<file path="src/hdl/apr_pkg.sv">
package apr_pkg;

  // Table geometry
  localparam int TABLE_ENTRIES = 16;
  localparam int AGE_BITS      = 8;
  localparam int PAGE_BITS     = 20;
  localparam int CFG_W         = 5;
  localparam int IDX_W         = $clog2(TABLE_ENTRIES);
  localparam int OCC_W         = IDX_W + 1;

  localparam logic [AGE_BITS-1:0] AGE_TOP = {1'b1, {(AGE_BITS-1){1'b0}}};
  localparam logic [AGE_BITS-1:0] AGE_MAX = {AGE_BITS{1'b1}};

  typedef logic [PAGE_BITS-1:0] page_t;
  typedef logic [AGE_BITS-1:0]  age_t;
  typedef logic [IDX_W-1:0]     idx_t;
  typedef logic [OCC_W-1:0]     occ_t;

  // Sequencer states
  typedef enum logic [2:0] {
    ST_IDLE,
    ST_SCAN,
    ST_MIN,
    ST_EVICT,
    ST_INSERT
  } apr_state_e;

  // Result of one request
  typedef struct packed {
    page_t page;
    logic  fault;
  } apr_result_t;

  // Frame limit: zero acts as one, anything above the table size as the size
  function automatic occ_t lim_clamp(logic [CFG_W-1:0] v);
    occ_t r;
    if (v == '0) begin
      r = occ_t'(1);
    end else if (32'(v) > TABLE_ENTRIES) begin
      r = occ_t'(TABLE_ENTRIES);
    end else begin
      r = occ_t'(v);
    end
    return r;
  endfunction

endpackage

</file>
<file path="src/hdl/apr_engine.sv">
module apr_engine
  import apr_pkg::*;
(
  input  logic        clk_i,
  input  logic        rst_ni,
  input  logic        start_i,
  input  page_t       page_i,
  input  occ_t        lim_i,
  output logic        busy_o,
  output logic        done_o,
  output apr_result_t result_o
);

  apr_state_e state_q, state_d;

  page_t tag_q   [TABLE_ENTRIES];
  age_t  age_q   [TABLE_ENTRIES];
  age_t  age_d   [TABLE_ENTRIES];
  idx_t  order_q [TABLE_ENTRIES];
  idx_t  order_d [TABLE_ENTRIES];
  logic [TABLE_ENTRIES-1:0] valid_q, valid_d;

  occ_t  occ_q, occ_d;
  idx_t  cnt_q, cnt_d;
  idx_t  pick_q, pick_d;
  age_t  best_q, best_d;
  page_t page_q, page_d;
  logic  hit_q, hit_d;
  logic  done_q, done_d;

  logic  tag_we;
  idx_t  tag_wa;

  // Shared read port: slot under scan, or slot at the scanned rank
  idx_t  rd_slot;
  age_t  rd_age;
  logic  match;
  logic  hit_now;
  logic  min_last;
  logic  take_min;
  idx_t  ins_slot;
  idx_t  evict_slot;

  assign rd_slot    = (state_q == ST_MIN) ? order_q[cnt_q] : cnt_q;
  assign rd_age     = age_q[rd_slot];
  assign match      = valid_q[cnt_q] && (tag_q[cnt_q] == page_q);
  assign hit_now    = hit_q | match;
  assign min_last   = (occ_t'(cnt_q) + occ_t'(1)) == occ_q;
  assign take_min   = (rd_age <= best_q);
  assign ins_slot   = order_q[occ_q[IDX_W-1:0]];
  assign evict_slot = order_q[pick_q];

  // Next state
  always_comb begin
    state_d = state_q;
    case (state_q)
      ST_IDLE: begin
        if (start_i) state_d = ST_SCAN;
      end
      ST_SCAN: begin
        if (cnt_q == idx_t'(TABLE_ENTRIES - 1)) begin
          if (hit_now) state_d = ST_IDLE;
          else if (occ_q >= lim_i) state_d = ST_MIN;
          else state_d = ST_INSERT;
        end
      end
      ST_MIN: begin
        if (min_last) state_d = ST_EVICT;
      end
      ST_EVICT: begin
        if ((occ_q - occ_t'(1)) >= lim_i) state_d = ST_MIN;
        else state_d = ST_INSERT;
      end
      ST_INSERT: state_d = ST_IDLE;
      default:   state_d = ST_IDLE;
    endcase
  end

  // Datapath and table updates
  always_comb begin
    age_d   = age_q;
    order_d = order_q;
    valid_d = valid_q;
    occ_d   = occ_q;
    cnt_d   = cnt_q;
    pick_d  = pick_q;
    best_d  = best_q;
    page_d  = page_q;
    hit_d   = hit_q;
    done_d  = 1'b0;
    tag_we  = 1'b0;
    tag_wa  = ins_slot;
    case (state_q)
      ST_IDLE: begin
        if (start_i) begin
          page_d = page_i;
          hit_d  = 1'b0;
          cnt_d  = '0;
        end
      end
      ST_SCAN: begin
        // age one slot per cycle, mark a hit
        if (valid_q[cnt_q]) begin
          age_d[cnt_q] = {match, rd_age[AGE_BITS-1:1]};
        end
        hit_d = hit_now;
        cnt_d = cnt_q + idx_t'(1);
        if (cnt_q == idx_t'(TABLE_ENTRIES - 1)) begin
          cnt_d  = '0;
          best_d = AGE_MAX;
          pick_d = '0;
          done_d = hit_now;
        end
      end
      ST_MIN: begin
        // last minimum in rank order wins: oldest on a tie
        if (take_min) begin
          best_d = rd_age;
          pick_d = cnt_q;
        end
        cnt_d = cnt_q + idx_t'(1);
      end
      ST_EVICT: begin
        for (int k = 0; k < TABLE_ENTRIES; k++) begin
          if ((idx_t'(k) >= pick_q) && ((occ_t'(k) + occ_t'(1)) < occ_q)) begin
            order_d[k] = order_q[(k + 1) % TABLE_ENTRIES];
          end else if ((occ_t'(k) + occ_t'(1)) == occ_q) begin
            order_d[k] = evict_slot;
          end
        end
        valid_d[evict_slot] = 1'b0;
        age_d[evict_slot]   = '0;
        occ_d  = occ_q - occ_t'(1);
        cnt_d  = '0;
        best_d = AGE_MAX;
        pick_d = '0;
      end
      ST_INSERT: begin
        if (occ_q < occ_t'(TABLE_ENTRIES)) begin
          for (int k = 0; k < TABLE_ENTRIES; k++) begin
            if (k == 0) begin
              order_d[k] = ins_slot;
            end else if (occ_t'(k) <= occ_q) begin
              order_d[k] = order_q[k - 1];
            end
          end
          valid_d[ins_slot] = 1'b1;
          age_d[ins_slot]   = AGE_TOP;
          tag_we = 1'b1;
          occ_d  = occ_q + occ_t'(1);
        end
        done_d = 1'b1;
      end
      default: ;
    endcase
  end

  // Control and age state
  always_ff @(posedge clk_i or negedge rst_ni) begin
    if (!rst_ni) begin
      state_q <= ST_IDLE;
      valid_q <= '0;
      occ_q   <= '0;
      cnt_q   <= '0;
      pick_q  <= '0;
      best_q  <= AGE_MAX;
      hit_q   <= 1'b0;
      done_q  <= 1'b0;
      for (int i = 0; i < TABLE_ENTRIES; i++) begin
        age_q[i]   <= '0;
        order_q[i] <= idx_t'(i);
      end
    end else begin
      state_q <= state_d;
      valid_q <= valid_d;
      occ_q   <= occ_d;
      cnt_q   <= cnt_d;
      pick_q  <= pick_d;
      best_q  <= best_d;
      hit_q   <= hit_d;
      done_q  <= done_d;
      age_q   <= age_d;
      order_q <= order_d;
    end
  end

  // Payload: page tags and the request page
  always_ff @(posedge clk_i) begin
    page_q <= page_d;
    if (tag_we) tag_q[tag_wa] <= page_q;
  end

  assign busy_o         = (state_q != ST_IDLE);
  assign done_o         = done_q;
  assign result_o.page  = page_q;
  assign result_o.fault = ~hit_q;

  // Checks
  a_occ_range: assert property (@(posedge clk_i) disable iff (!rst_ni)
    occ_q <= occ_t'(TABLE_ENTRIES))
    else $error("occupancy above table size");

  a_occ_count: assert property (@(posedge clk_i) disable iff (!rst_ni)
    occ_t'($countones(valid_q)) == occ_q)
    else $error("occupancy out of step with valid bits");

  a_done_idle: assert property (@(posedge clk_i) disable iff (!rst_ni)
    done_q |-> (state_q == ST_IDLE))
    else $error("result strobe while sequencer busy");

  a_evict_full: assert property (@(posedge clk_i) disable iff (!rst_ni)
    (state_q == ST_EVICT) |-> (occ_q >= lim_i) && !hit_q)
    else $error("eviction below limit or on a hit");

  a_insert_room: assert property (@(posedge clk_i) disable iff (!rst_ni)
    (state_q == ST_INSERT) |-> (occ_q < lim_i))
    else $error("insert with table at limit");

endmodule

</file>
<file path="src/hdl/aging_page_replacement.sv">
// Aging page replacement over a 16-entry table. Pulse start with a page number
// while busy is low; the request is taken at that edge and busy stays high
// until done_o pulses for one cycle with page_echo_o and page_fault_o. The
// result cannot be held off, so it must be captured in that cycle. On a hit the
// done pulse follows the scan, in which one shared age/tag unit walks all 16
// slots. A miss adds, per eviction, one pass of the minimum search over the
// resident ranks plus an evict step, then one insert step. A new request may
// start in the cycle done_o is high. The frame limit is written through
// cfg_valid_i/cfg_data_i (always ready) and should be changed only while the
// block is idle.
module aging_page_replacement
  import apr_pkg::*;
(
  input  logic                 clk_i,
  input  logic                 rst_ni,
  input  logic                 start,
  output logic                 busy,
  input  logic [PAGE_BITS-1:0] page_number_i,
  output logic                 done_o,
  output logic [PAGE_BITS-1:0] page_echo_o,
  output logic                 page_fault_o,
  input  logic                 cfg_valid_i,
  output logic                 cfg_ready_o,
  input  logic [CFG_W-1:0]     cfg_data_i
);

  occ_t        lim_q;
  apr_result_t result;
  logic        eng_busy;

  // Frame limit register, stored already clamped
  always_ff @(posedge clk_i or negedge rst_ni) begin
    if (!rst_ni) begin
      lim_q <= occ_t'(TABLE_ENTRIES);
    end else if (cfg_valid_i && cfg_ready_o) begin
      lim_q <= lim_clamp(cfg_data_i);
    end
  end

  assign cfg_ready_o = 1'b1;

  apr_engine u_engine (
    .clk_i    (clk_i),
    .rst_ni   (rst_ni),
    .start_i  (start && !eng_busy),
    .page_i   (page_number_i),
    .lim_i    (lim_q),
    .busy_o   (eng_busy),
    .done_o   (done_o),
    .result_o (result)
  );

  assign busy         = eng_busy;
  assign page_echo_o  = result.page;
  assign page_fault_o = result.fault;

endmodule
</file>
<file path="config.mk">
export PLATFORM = sky130hd
export DESIGN_NAME = aging_page_replacement
export DESIGN_NICKNAME = d
export VERILOG_FILES = /design/src/hdl/apr_pkg.sv /design/src/hdl/apr_engine.sv /design/src/hdl/aging_page_replacement.sv
export SDC_FILE = /design/constraint.sdc
export NUM_CORES = 1
export LEC_CHECK = 0
export ABC_AREA = 1
export BUFFER_PORTS_ARGS = -buffer_cell sky130_fd_sc_hd__buf_2
export CAP_MARGIN = 20
export CORE_ASPECT_RATIO = 0.5
export CORE_MARGIN = 2
export CORE_UTILIZATION = 35
export CTS_CLUSTER_SIZE = 16
export DETAILED_ROUTE_END_ITERATION = 6
export GPL_TIMING_DRIVEN = 0
export PLACE_DENSITY = 0.49
export SLEW_MARGIN = 20
export SYNTH_ARGS = -nofsm -noshare
export SYNTH_HDL_FRONTEND = slang
export SYNTH_SLANG_ARGS = --single-unit
</file>
<file path="constraint.sdc">
create_clock -name clk_i -period 4.96 [get_ports clk_i]
set_input_delay 0.496 -clock clk_i [delete_from_list [all_inputs] [get_ports clk_i]]
set_output_delay 0.496 -clock clk_i [all_outputs]
set_load 0.01 [all_outputs]
</file>
-- Word-level counts from Yosys, hierarchy flattened
Memories as Yosys holds them, arrays and structs flattened.
Cells that the tools add are included.
- register bits after elaboration: 259
- bits in writable memories: 320
- input port bits: 29
- output and inout bits: 24
- word-level logic and storage cells: 352
- memories: 1
- memory list (name ; depth ; width ; rd ports ; clocked after memory_dff ; write ports ; RTL line ; RTL):
    u_engine.tag_q ; 16 ; 20 ; 1 ; 0 ; 1 ; apr_engine.sv:16 ; page_t tag_q [TABLE_ENTRIES];
- add/subtract/negate cells: 4
- magnitude comparators: 66
- equal/unequal tests: 60
- mux-type cells: 108
- bitwise gates (word level): 16
- reductions and logical operators: 55
- operators by type and width (kind ; number):
    $pmux W128 S3 ; 1
    $mux W128 ; 2
    $mux W4 ; 58
    $and A128 B128 Y128 ; 1
    $bwmux W128 ; 1
    $not A128 Y128 ; 1
    $pmux W64 S2 ; 1
    $and A112 B112 Y112 ; 1
    $not A112 Y112 ; 1
    $demux W8 S4 ; 3
    $mux W64 ; 1
    $reduce_and A4 Y1 ; 15
    $mux W8 ; 7
    $bmux W4 S4 ; 3
    $ne A3 B1 Y1 const B ; 16
    $ne A2 B1 Y1 const B ; 21
    $eq A4 B5 Y1 const A ; 8
    $le A4 B5 Y1 const A ; 8
    $lt A4 B5 Y1 const A ; 8
    $bmux W8 S4 ; 1
    $ge A4 B4 Y1 const A ; 8
    $or A16 B16 Y16 ; 2
    $pmux W16 S2 ; 1
    $ge A5 B5 Y1 const B ; 6
    other kinds (57) ; 134

-- Depth between registers and ports, before layout
- depth in word-level cells: 13
- depth in mapped cells: 30
- gate-level depth less buffers: 28

-- By module
A second synthesis with hierarchy kept.
- cells, all modules: 3668
- area total of the unflattened synthesis: 30498.0 um^2
- by module, submodules not included (module ; instances ; cells each ; area an instance (um^2) ; sequential area each (um^2)):
    apr_engine ; 1 ; 3638 ; 30266.5 ; 16115.5
    aging_page_replacement ; 1 ; 30 ; 231.5 ; 126.4

-- Least setup slack after synthesis
Ideal clock, no wire load.
- path type: register -> register
- from: register u_engine.cnt_q[0]
- to: register u_engine.pick_q[3]
- library setup time: 0.083 ns
- data arrival time: 3.396 ns
- required time: 4.877 ns
- slack: 1.481 ns
- stages on the path, launching flop included: 25
- clock period less this slack: 3.479 ns
- cell sequence: dfrtp_1 > buf_6 > buf_4 > o211ai_1 > nand2_1 > a21oi_1 > nand3_2 > buf_4 > buf_2 > nand3_1 > nand3_1 > nand3_1 > nand3_1 > nand2_2 > buf_6 > inv_1 > ha_1 > nand2_1 > nor3_1 > nand3_1 > nand3_1 > nand2_1 > nor2_1 > inv_1 > o22ai_1
- longest elaborated chain between the ends: 12
- elaborated cells on any way between the ends: 14
- those cells by class: order compare (1); eq/ne (3); mux (7); bitwise (2); reduce/logical (1)
- RTL lines (what ; RTL line ; RTL):
    start, declared ; apr_engine.sv:24 ; idx_t cnt_q, cnt_d;
    start signal, assigned ; apr_engine.sv:177 ; cnt_q <= cnt_d;
    $not A4 Y5 (implied by the code) ; apr_engine.sv:44 ; assign rd_slot = (state_q == ST_MIN) ? order_q[cnt_q] : cnt_q;
    $bmux W4 S4 ; apr_engine.sv:44 ;
    $mux W4 (implied by the code) (2 in a row) ; apr_engine.sv:44 ;
    $mux W4 ; apr_engine.sv:44 ;
    $not A4 Y5 (implied by the code) ; apr_engine.sv:45 ; assign rd_age = age_q[rd_slot];
    $bmux W8 S4 ; apr_engine.sv:45 ;
    $mux W8 (implied by the code) (2 in a row) ; apr_engine.sv:45 ;
    $le A8 B8 Y1 ; apr_engine.sv:49 ; assign take_min = (rd_age <= best_q);
    $ne A2 B1 Y1 (no source line) ; - ;
    $reduce_and A3 Y1 (no source line) (*) ; - ;
    end signal, assigned ; apr_engine.sv:178 ; pick_q <= pick_d;
    end, declared ; apr_engine.sv:25 ; idx_t pick_q, pick_d;
Every way passes the cells marked *; elsewhere a longest branch is shown, timed or not. The select of a mux whose other input is x is not followed.
A chain may end at the register's enable or synchronous reset.

-- Worst setup path after layout
- from: register u_engine.cnt_q[1]
- to: register u_engine.pick_q[1]
- longest elaborated chain between the ends: 12
- elaborated cells on any way between the ends: 16
- those cells by class: order compare (1); eq/ne (3); mux (9); bitwise (2); reduce/logical (1)
- RTL lines (what ; RTL line):
    $not A4 Y5 (implied by the code) ; apr_engine.sv:44
    $bmux W4 S4 ; apr_engine.sv:44
    $mux W4 (implied by the code) (2 in a row) ; apr_engine.sv:44
    $mux W4 ; apr_engine.sv:44
    $not A4 Y5 (implied by the code) ; apr_engine.sv:45
    $bmux W8 S4 ; apr_engine.sv:45
    $mux W8 (implied by the code) (2 in a row) ; apr_engine.sv:45
    $le A8 B8 Y1 ; apr_engine.sv:49
    $ne A2 B1 Y1 (no source line) ; -
    $reduce_and A3 Y1 (no source line) ; -
Several ways; a longest one is shown, not always the timed one. The select of a mux whose other input is x is not followed.

==> impl_metrics.yaml <==
run_status:
  status: "finished, final reports clean"
logic_synthesis:
  synth_seq_cells: 579
  yosysTopAreaCellShare_pct: 33.56
  synth_most_common_cell: "nand2_1"
  synthTopCellsByArea: "edfxtp_1 34%, dfrtp_1 16%, nand2_1 13%"
  yosys.area.top_type: "edfxtp_1"
  synthDistinctLibCells: 52
  yosys_warnings: 0
  syn_inst: 3654
  synth_ff_type: "edfxtp_1"
  async_flop_share_pct: 41.28
  syn-num-nets: 3710
  synth_area_um2: 30420
  ys_seq_area_share_pct: 53.39
  avgSynthCellArea_um2: 8.326
  synth_edf_count: 340
  synthTopCellsByCount: "1089 x nand2_1, 355 x inv_1, 340 x edfxtp_1"
power_and_ir_drop:
  p_leak_uw: 0.01503
  powerDensity_nw_per_um2: 632.6
  seq_power_share_pct: 29.4
  p_clk_share_pct: 21.5
  power_switching_uw: 10780
  intPower_uw: 11490
  vdd_drop_max_uv: 347.4
  comb_power_share_pct: 49.1
  swShare_pct: 48.40
route:
  wl_per_cell_um: 25.44
  drc: 0
  first_pass_iters: 6
  via_per_inst: 5.466
  totalWireLength_mm: 128.0
  route.vias.total: 27507
  ant_nets: 0
  drt-initial-drc-count: 3059
cts:
  ctsHtreeMaxLevel: 2
  clk_path_buf_depth: 3
  clk_pin_slew_ns: 0.07
  cts_tree: "done"
  cts_root_buffer: "clkbuf_16"
  clkLatencyLatePin_ns: 0.70
  cts_buffers: 57
  cts_sinks: 579
setup_path:
  crit_arrival_ns: 5.31
  path_class: "register to register"
  crit_required_ns: 5.49
  crit_fanout: 10
  endpoint_kind: "register"
  startpoint_type: "register"
placed_design:
  portBuffers: 51
  dpl_worst_slack_ns: -0.6967
  place_congestion: 0.9692
  placed_cell_area_um2: 32850
  hpwlAfterDp_mm: 90.03
grt:
  grt_max_degree: 80
  grt_pass1_vias: 25809
  track_usage_pct: 28.34
  grt_pass1_wl_mm: 184.4
  grt-ovfl-total: 0
  antenna_found_initial: 0
timing:
  slew_headroom_pct: 17.91
  period_share_pct: 96.27
  finalHoldViolations: 0
  worstMarginPinSlew_ns: 1.231
  setup_violations: 0
  fin_setup_tns_ns: 0
  setup_ws_ns: 0.1851
  fin_skew_ns: 0.07674
  rsz0062_at_grt: "false"
  final.min_clock_period_ns: 4.775
  fmax_mhz: 209.4
  slew_violations: 0
die:
  core_area_um2: 86060
  fp.dieH_um: 212.5
  die_area_um2: 89440
  die_x_um: 420.9
  floorplan.initialDensity_pct: 35.35
  num_io_pins: 53
  rows: 76
cells_and_area:
  nets: 3871
  antenna_cells: 0
  final_area_um2: 35210
  nFillCells: 8768
  final_core_util_pct: 40.91
  drive_above_1_share_pct: 10.80
  area_growth_pct: 15.72
worst_hold_path:
  worstHoldPathType: "input pin to register"
job:
  maxCapViolCount: 0
[worst paths after layout]
| kind | start | endpoint | slack, ns | cells after the start |
|---|---|---|---|---|
| worst max-delay path | u_engine.cnt_q[1]$_DFFE_PN0P_ | u_engine.pick_q[1]$_DFFE_PN0P_ | 0.19 | 26 |
| worst min-delay path | cfg_valid_i | lim_q[1]$_DFFE_PN0P_ | 0.11 | 2 |
| max in group asynchronous | rst_ni | asynchronous set/reset pin | 3.27 | 5 |
| worst max register to register | u_engine.cnt_q[1]$_DFFE_PN0P_ | u_engine.pick_q[1]$_DFFE_PN0P_ | 0.19 | 26 |
| worst min register to register | register | register | 0.47 | 2 |
| min in group asynchronous | rst_ni | u_engine.order_q[18]$_DFFE_PN0P_ | 0.24 | 2 |
[area by class of cell]
| cell class | count | area, um2 | share of cell area, % |
|---|---|---|---|
| clock inverter | 30 | 394.1 | 1.120 |
| buffer | 175 | 1059 | 3.007 |
| multi-input combinational | 2528 | 11950 | 33.95 |
| tap | 1170 | 1464 | 4.158 |
| clock buffer | 76 | 1589 | 4.514 |
| timing repair buffer | 102 | 1104 | 3.135 |
| inverter | 372 | 1403 | 3.984 |
| sequential | 579 | 16240 | 46.13 |
[routing by layer]
metal / part of all wire, % / vias up / global-route usage [%] / wire, um
met5: 0 / - / 0 / 0
met4: 2.4 / 0 / 7.107 / 3060
met3: 9.0 / 186 / 5.823 / 11470
met2: 43 / 1255 / 43.15 / 54610
met1: 46 / 13574 / 41.03 / 58860
li1: - / 12492 / - / -
[power by group through the flow]
stage	sequential, uW	clock (uW)	combinational [uW]
floorplan	6380	0	6410
global placement	6620	0	10500
detailed placement	6610	0	10600
CTS	6530	4870	10700
global route	6620	5050	11800
finish	6540	4790	10900
[kinds of logic (layout without fill, tap and decap cells)]
family,Yosys count,in the layout,synth area share (%)
AO/OA/AOI/OAI,689,689,12.98
XOR/XNOR,8,8,0.2303
adder cells (fa/ha/maj),27,27,1.110
buffers and inverters,547,755,8.037
flip-flops,579,579,53.39
other,1,1,0.01233
AND/OR/NAND/NOR,1803,1803,24.24
[repair_timing]
action                                  4_1_cts  5_1_grt
buffers inserted                              4        4
pin swaps                                     2        3
resized for setup                             8       19
hold buffers                                 21        0
endpoints found under the setup margin       12       12
endpoints found under the hold margin        88        0
[per-stage QoR]
stage | std cells | hold WS (ns) | power, uW
floorplan | 3654 | 0.2004 | 12790
global route | 5032 | 0.1027 | 23490
finish | 5032 | 0.1124 | 22270
CTS | 5028 | 0.07073 | 22060
global placement | 4875 | 0.4600 | 17090
detailed placement | 4897 | 0.3340 | 17180
[worst max-delay path: stages (launching register included)]
cell	delay [ns]
dfrtp_1	0.57
inv_2	0.20
buf_6	0.22
a21oi_1	0.11
o21ai_0	0.10
nand3_1	0.13
nand2_1	0.08
nor2_2	0.23
nand2_1	0.15
nand2_4	0.19
inv_1	0.16
buf_4	0.23
nand3_1	0.10
nand3_1	0.21
nand2_2	0.26
buf_6	0.20
inv_1	0.06
ha_1	0.29
nand2_1	0.07
nor2_1	0.08
nand2_1	0.06
o211ai_1	0.10
nand3_1	0.11
nand2_1	0.16
inv_1	0.08
buf_2	0.21
o22ai_1	0.25
[cell usage in the layout, fill, tap and decap left out, drive strengths merged, types with 4 or more instances in the layout]
master	instances
xor2	6
nand3b	9
clkinv	19
buf	201
o21bai	20
ha	27
nand3	301
dlygate4sd3	21
a31oi	9
a21oi	107
clkbuf	131
clkinvlp	4
bufinv	8
o221ai	10
inv	371
dfrtp	198
nor2	343
o21ai	403
o22ai	34
o211ai	71
dfstp	41
nand2	1100
a211oi	19
edfxtp	340
nand4	15
nor3	32
No activity file was read; power rests on OpenSTA's default activity.
